## src/rtl/aovpbs_pkg.sv

```systemverilog
// Shared widths, codes, state encoding and control structures of the AOV phase-bin statistic.
package aovpbs_pkg;

	localparam int TIME_W     = 48;
	localparam int MAG_W      = 24;
	localparam int FREQ_W     = 40;
	localparam int NBINS_W    = 5;
	localparam int F_W        = 48;
	localparam int PTS_W      = 15;
	localparam int CFG_IDX_W  = 2;
	localparam int CFG_DATA_W = 40;
	localparam int FRAC_W     = 52;
	localparam int OPND_W     = 64;
	localparam int PROD_W     = 128;
	localparam int F_SHIFT    = 16;

	localparam int MUL_DIGIT_W = 4;
	localparam int MUL_STEPS   = OPND_W / MUL_DIGIT_W;
	localparam int MUL_CNT_W   = $clog2(MUL_STEPS);
	localparam int DIV_STEPS   = PROD_W;
	localparam int DIV_CNT_W   = $clog2(DIV_STEPS);

	localparam logic [FREQ_W-1:0]  FREQ_RESET  = 40'h01_0000_0000;
	localparam logic [MAG_W-1:0]   MEAN_RESET  = '0;
	localparam logic [NBINS_W-1:0] NBINS_RESET = 5'd10;
	localparam logic [F_W-1:0]     F_SAT       = '1;

	typedef enum logic [CFG_IDX_W-1:0] {
		CFG_TRIAL_FREQ = 2'd0,
		CFG_MEAN_MAG   = 2'd1,
		CFG_NUM_BINS   = 2'd2
	} cfg_idx_t;

	typedef enum logic [2:0] {
		MS_PHASE = 3'd0,
		MS_SQ    = 3'd1,
		MS_DEV   = 3'd2,
		MS_SUM   = 3'd3,
		MS_NUM   = 3'd4,
		MS_DEN   = 3'd5
	} mul_sel_t;

	typedef enum logic [1:0] {
		DS_DEV = 2'd0,
		DS_SUM = 2'd1,
		DS_F   = 2'd2
	} div_sel_t;

	typedef enum logic [4:0] {
		ST_IDLE,
		ST_CHECK,
		ST_PH_WAIT,
		ST_BIN,
		ST_SQ_WAIT,
		ST_UPD,
		ST_RED_RD,
		ST_DEV_MUL,
		ST_DEV_MWAIT,
		ST_DEV_DIV,
		ST_DEV_DWAIT,
		ST_SUM_MWAIT,
		ST_SUM_DIV,
		ST_SUM_DWAIT,
		ST_FINAL,
		ST_NUM_WAIT,
		ST_DEN_WAIT,
		ST_F_WAIT,
		ST_OUT
	} ctrl_state_t;

	typedef struct packed {
		logic     accept;
		logic     mul_start;
		mul_sel_t mul_sel;
		logic     div_start;
		div_sel_t div_sel;
		logic     ld_bin;
		logic     upd;
		logic     ld_dev;
		logic     acc_s1;
		logic     acc_s2;
		logic     clr_bin;
		logic     ld_num;
		logic     out_load;
	} cmd_t;

	typedef struct packed {
		logic mul_done;
		logic mul_busy;
		logic div_done;
		logic div_busy;
		logic last;
		logic full;
		logic bin_empty;
		logic idx_last;
		logic degenerate;
	} sts_t;

endpackage

```

## src/rtl/aovpbs_ctrl.sv

```systemverilog
// Controller state machine sequencing accumulation, bin reduction and result delivery.
module aovpbs_ctrl (
	input  logic              clk,
	input  logic              arst_n,
	input  logic              sample_valid,
	output logic              sample_ready,
	output logic              result_valid,
	input  logic              result_ready,
	input  aovpbs_pkg::sts_t  sts,
	output aovpbs_pkg::cmd_t  cmd
);
	import aovpbs_pkg::*;

	ctrl_state_t state_q;
	ctrl_state_t state_d;
	logic        res_valid_q;

	always_ff @(posedge clk or negedge arst_n) begin
		if (!arst_n) begin
			state_q     <= ST_IDLE;
			res_valid_q <= 1'b0;
		end else begin
			state_q <= state_d;
			if (cmd.out_load) begin
				res_valid_q <= 1'b1;
			end else if (result_ready) begin
				res_valid_q <= 1'b0;
			end
		end
	end

	always_comb begin
		state_d      = state_q;
		cmd          = '0;
		cmd.mul_sel  = MS_PHASE;
		cmd.div_sel  = DS_DEV;
		sample_ready = 1'b0;
		unique case (state_q)
			ST_IDLE: begin
				sample_ready = 1'b1;
				if (sample_valid) begin
					cmd.accept = 1'b1;
					state_d    = ST_CHECK;
				end
			end
			ST_CHECK: begin
				if (sts.full) begin
					state_d = sts.last ? ST_RED_RD : ST_IDLE;
				end else begin
					cmd.mul_start = 1'b1;
					cmd.mul_sel   = MS_PHASE;
					state_d       = ST_PH_WAIT;
				end
			end
			ST_PH_WAIT: begin
				if (sts.mul_done) begin
					state_d = ST_BIN;
				end
			end
			ST_BIN: begin
				cmd.ld_bin    = 1'b1;
				cmd.mul_start = 1'b1;
				cmd.mul_sel   = MS_SQ;
				state_d       = ST_SQ_WAIT;
			end
			ST_SQ_WAIT: begin
				if (sts.mul_done) begin
					state_d = ST_UPD;
				end
			end
			ST_UPD: begin
				cmd.upd = 1'b1;
				state_d = sts.last ? ST_RED_RD : ST_IDLE;
			end
			ST_RED_RD: begin
				if (sts.bin_empty) begin
					cmd.clr_bin = 1'b1;
					state_d     = sts.idx_last ? ST_FINAL : ST_RED_RD;
				end else begin
					cmd.ld_dev = 1'b1;
					state_d    = ST_DEV_MUL;
				end
			end
			ST_DEV_MUL: begin
				cmd.mul_start = 1'b1;
				cmd.mul_sel   = MS_DEV;
				state_d       = ST_DEV_MWAIT;
			end
			ST_DEV_MWAIT: begin
				if (sts.mul_done) begin
					state_d = ST_DEV_DIV;
				end
			end
			ST_DEV_DIV: begin
				cmd.div_start = 1'b1;
				cmd.div_sel   = DS_DEV;
				state_d       = ST_DEV_DWAIT;
			end
			ST_DEV_DWAIT: begin
				if (sts.div_done) begin
					cmd.acc_s1    = 1'b1;
					cmd.mul_start = 1'b1;
					cmd.mul_sel   = MS_SUM;
					state_d       = ST_SUM_MWAIT;
				end
			end
			ST_SUM_MWAIT: begin
				if (sts.mul_done) begin
					state_d = ST_SUM_DIV;
				end
			end
			ST_SUM_DIV: begin
				cmd.div_start = 1'b1;
				cmd.div_sel   = DS_SUM;
				state_d       = ST_SUM_DWAIT;
			end
			ST_SUM_DWAIT: begin
				if (sts.div_done) begin
					cmd.acc_s2  = 1'b1;
					cmd.clr_bin = 1'b1;
					state_d     = sts.idx_last ? ST_FINAL : ST_RED_RD;
				end
			end
			ST_FINAL: begin
				if (sts.degenerate) begin
					state_d = ST_OUT;
				end else begin
					cmd.mul_start = 1'b1;
					cmd.mul_sel   = MS_NUM;
					state_d       = ST_NUM_WAIT;
				end
			end
			ST_NUM_WAIT: begin
				if (sts.mul_done) begin
					cmd.ld_num    = 1'b1;
					cmd.mul_start = 1'b1;
					cmd.mul_sel   = MS_DEN;
					state_d       = ST_DEN_WAIT;
				end
			end
			ST_DEN_WAIT: begin
				if (sts.mul_done) begin
					cmd.div_start = 1'b1;
					cmd.div_sel   = DS_F;
					state_d       = ST_F_WAIT;
				end
			end
			ST_F_WAIT: begin
				if (sts.div_done) begin
					state_d = ST_OUT;
				end
			end
			ST_OUT: begin
				if (!res_valid_q || result_ready) begin
					cmd.out_load = 1'b1;
					state_d      = ST_IDLE;
				end
			end
			default: begin
				state_d = ST_IDLE;
			end
		endcase
	end

	assign result_valid = res_valid_q;
endmodule

```

## config.mk

```make
export PLATFORM = sky130hd
export DESIGN_NAME = aovpbs_ctrl
export DESIGN_NICKNAME = d
export VERILOG_FILES = /design/src/rtl/aovpbs_pkg.sv /design/src/rtl/aovpbs_ctrl.sv
export SDC_FILE = /design/constraint.sdc
export NUM_CORES = 1
export LEC_CHECK = 0
export BUFFER_PORTS_ARGS = -buffer_cell sky130_fd_sc_hd__buf_2
export CORE_MARGIN = 4
export CORE_UTILIZATION = 30
export DETAILED_ROUTE_END_ITERATION = 10
export PLACE_DENSITY = 0.53
export SYNTH_ARGS = -nofsm -noshare
export SYNTH_HDL_FRONTEND = slang
export SYNTH_SLANG_ARGS = --single-unit
```

## constraint.sdc

```tcl
create_clock -name clk -period 2.41 [get_ports clk]
set_input_delay 0.482 -clock clk [delete_from_list [all_inputs] [get_ports clk]]
set_output_delay 0.482 -clock clk [all_outputs]
set_load 0.01 [all_outputs]
```

==> metrics.txt <==
status finished, final reports clean; Multi-input gate area 568.0 um2; Clock Power Share 7.4%; M2 GR Usage 20.03%; DIE AREA 3492 um2; Worst Path Required 1.93 ns; # nets final 154; most frequent cells in the layout buf_2 (28), nor2_1 (13), nand2_1 (11), buf_4 (9); fmax 445.3 MHz; Final setup viols 0; Residual DRC 0; critical-path maximum fanout 14; warnings from Yosys 0; final hold violation count 0; flops & latches, synth 6; pin count of the biggest net entering global routing 15; Critical Path AT 1.76 ns; num ports 31; share of layout cells above drive strength 1 35.97%; PwrDens 1225 nW/um2; Layout Utilization 40.30%; Mapped Area 783.3 um2; Top FF cell, synth dfrtp_1; Max-slew headroom 74.43%; CTS tree yes; Routed WL 2.241 mm; Mapped Cells 109; routing usage on met1 19.68%; FF+latch area 151.4 um2; # diodes 0; Leak Pwr 0.0004842 uW; initial antenna violation count 0; GRT Max-Usage Layer met2; Switching Power 613.7 uW; TNS Setup 0 ns; reg2reg end state_q[0]$_DFFE_PN0P_; DRT iter0 DRCs 39; via count 884; I/O Buffers 28; starting density of the core 31.62%; crit path kind register to primary output; Core Region 2477 um2; final worst slack 0.1645 ns; post-synthesis sequential area ratio 19.17%; DP HPWL 1.751 mm; Clock Sink Count 6; Tot GR Track Use 13.91%; Worst-path clk slew 0.05 ns; H-tree levels 1; RR Startpoint state_q[2]$_DFFE_PN0P_; syn_nets 122; clock root cell clkbuf_4; Setup Skew 0.004037 ns; Least-Margin Pin Slew 0.3835 ns; fillcell total 278; Comb power frac 73.9%; Worst R2R Setup Slack 0.32 ns; EDFF count, synth 0; total global routing overflow 0; library cells used by synthesis 41; Layout area overhead 27.48%; routability cong. 0.7620; switch share 50.17%; Vias/cell 5.231; met3 GRT Util 2.179%; part of the power in registers 18.7%; Max-cap violations 0; synthesized area per cell 7.186 um2; Avg WL per Cell 13.26 um; commonest non-fill, non-tap cell in the layout buf_2; Post-CTS Hold Fix Bufs 0; RSZ-0062 raised after global routing false; first-pass GRT wire length 3.774 mm; DRT Pass-1 Iters 4; worst ir drop on vdd 551.9 uV; number of global-route vias before repair 849; Die W 59.10 um; reg2reg path depth 6; Post-synth ARST share 100.0%; Slew Viols, Final 0; clk_lat worst skew 0.24 ns; Worst Setup End Kind primary output; row count 18; die span in y 59.10 um; CP Launch Type register; Max clock buf depth 2; Tcrit/Tclk final 93.17%; Routed Antenna Nets 0; Final Critical Period 2.246 ns; hold crit path type input pin to asynchronous set/reset pin; cts bufs inserted 3; DP Worst Slack 0.2953 ns; Int Pwr 609.6 uW
worst max-delay path by stage:
stage | end | cells after the start | from
after detailed placement | state_q[2]$_DFFE_PN0P_ | 6 | state_q[0]$_DFFE_PN0P_
after global routing | cmd[12] | 6 | state_q[2]$_DFFE_PN0P_
after floorplan | cmd[14] | 4 | state_q[3]$_DFFE_PN0P_
final | cmd[12] | 6 | state_q[2]$_DFFE_PN0P_
after CTS | cmd[14] | 6 | state_q[0]$_DFFE_PN0P_
after global placement | state_q[0]$_DFFE_PN0P_ | 6 | state_q[0]$_DFFE_PN0P_
cell families (layout without fill, tap and decap cells):
group / after synthesis / count (layout) / share of synthesized area, %
AND/OR/NAND/NOR: 57 / 57 / 38.50
flip-flops: 6 / 6 / 19.17
buffers and inverters: 13 / 43 / 8.306
AO/OA/AOI/OAI: 27 / 27 / 25.24
multiplexers: 4 / 4 / 6.550
XOR/XNOR: 2 / 2 / 2.237
power groups by stage:
stage                     registers (uW)  logic (uW)  clock network [uW]
after global placement               226         893                   0
after CTS                            226         902                96.3
after floorplan                      171         721                   0
after detailed placement             224         901                   0
after global routing                 240        1000                 106
final                                228         904                90.8
routing by layer:
metal,wire [um],vias up,part of all wire [%]
li1,-,466,-
met1,1112,385,50
met2,1018,27,45
met3,71,6,3.2
met4,38,0,1.7
met5,0,-,0
per-stage QoR:
step	power (uW)	std cells	hold WS (ns)	instance area, um2
finish	1223	169	0.04891	998.5
global route	1347	169	0.03830	998.5
CTS	1225	169	0.04195	997.2
detailed placement	1125	166	0.3099	974.7
global placement	1119	166	0.3077	974.7
floorplan	892.3	109	0.1864	783.3
registers in the layout, indices dropped and copies added, names as in the netlist:
signal and cells:
state_q 5, result_valid 1
synth_stat cells, types with 3 or more instances:
cell | count | share of area [%]
buf_2 | 4 | 2.6
a21oi_1 | 6 | 3.8
nand3_1 | 4 | 2.6
nor3_1 | 5 | 3.2
dfrtp_1 | 6 | 19
a21o_1 | 3 | 2.9
nor2_1 | 13 | 6.2
or3_1 | 3 | 2.4
nand2_1 | 11 | 5.3
clkbuf_1 | 4 | 1.9
o21ai_0 | 4 | 2.6
nor4_1 | 4 | 3.2
nand2b_1 | 6 | 4.8
area by class of cell:
type | instances | area share [%]
multi-input combinational | 90 | 56.89
timing repair buffer | 37 | 20.80
sequential | 6 | 15.16
tap | 30 | 3.759
clock buffer | 3 | 2.256
inverter | 3 | 1.128
worst max-delay path, cell delays in order (launching register included):
cell and delay, ns:
dfrtp_1 0.46, buf_4 0.24, buf_4 0.17, nand2b_1 0.10, or2_2 0.28, a21oi_1 0.13
buf_2 0.14
repair_timing:
action / in CTS / in global routing
endpoints found under the setup margin: 0 / 1
hold endpoints to repair: 0 / 0
setup buffers: 0 / 0
resized for setup: 0 / 1
Note: power is estimated with default switching activity, not from simulation.
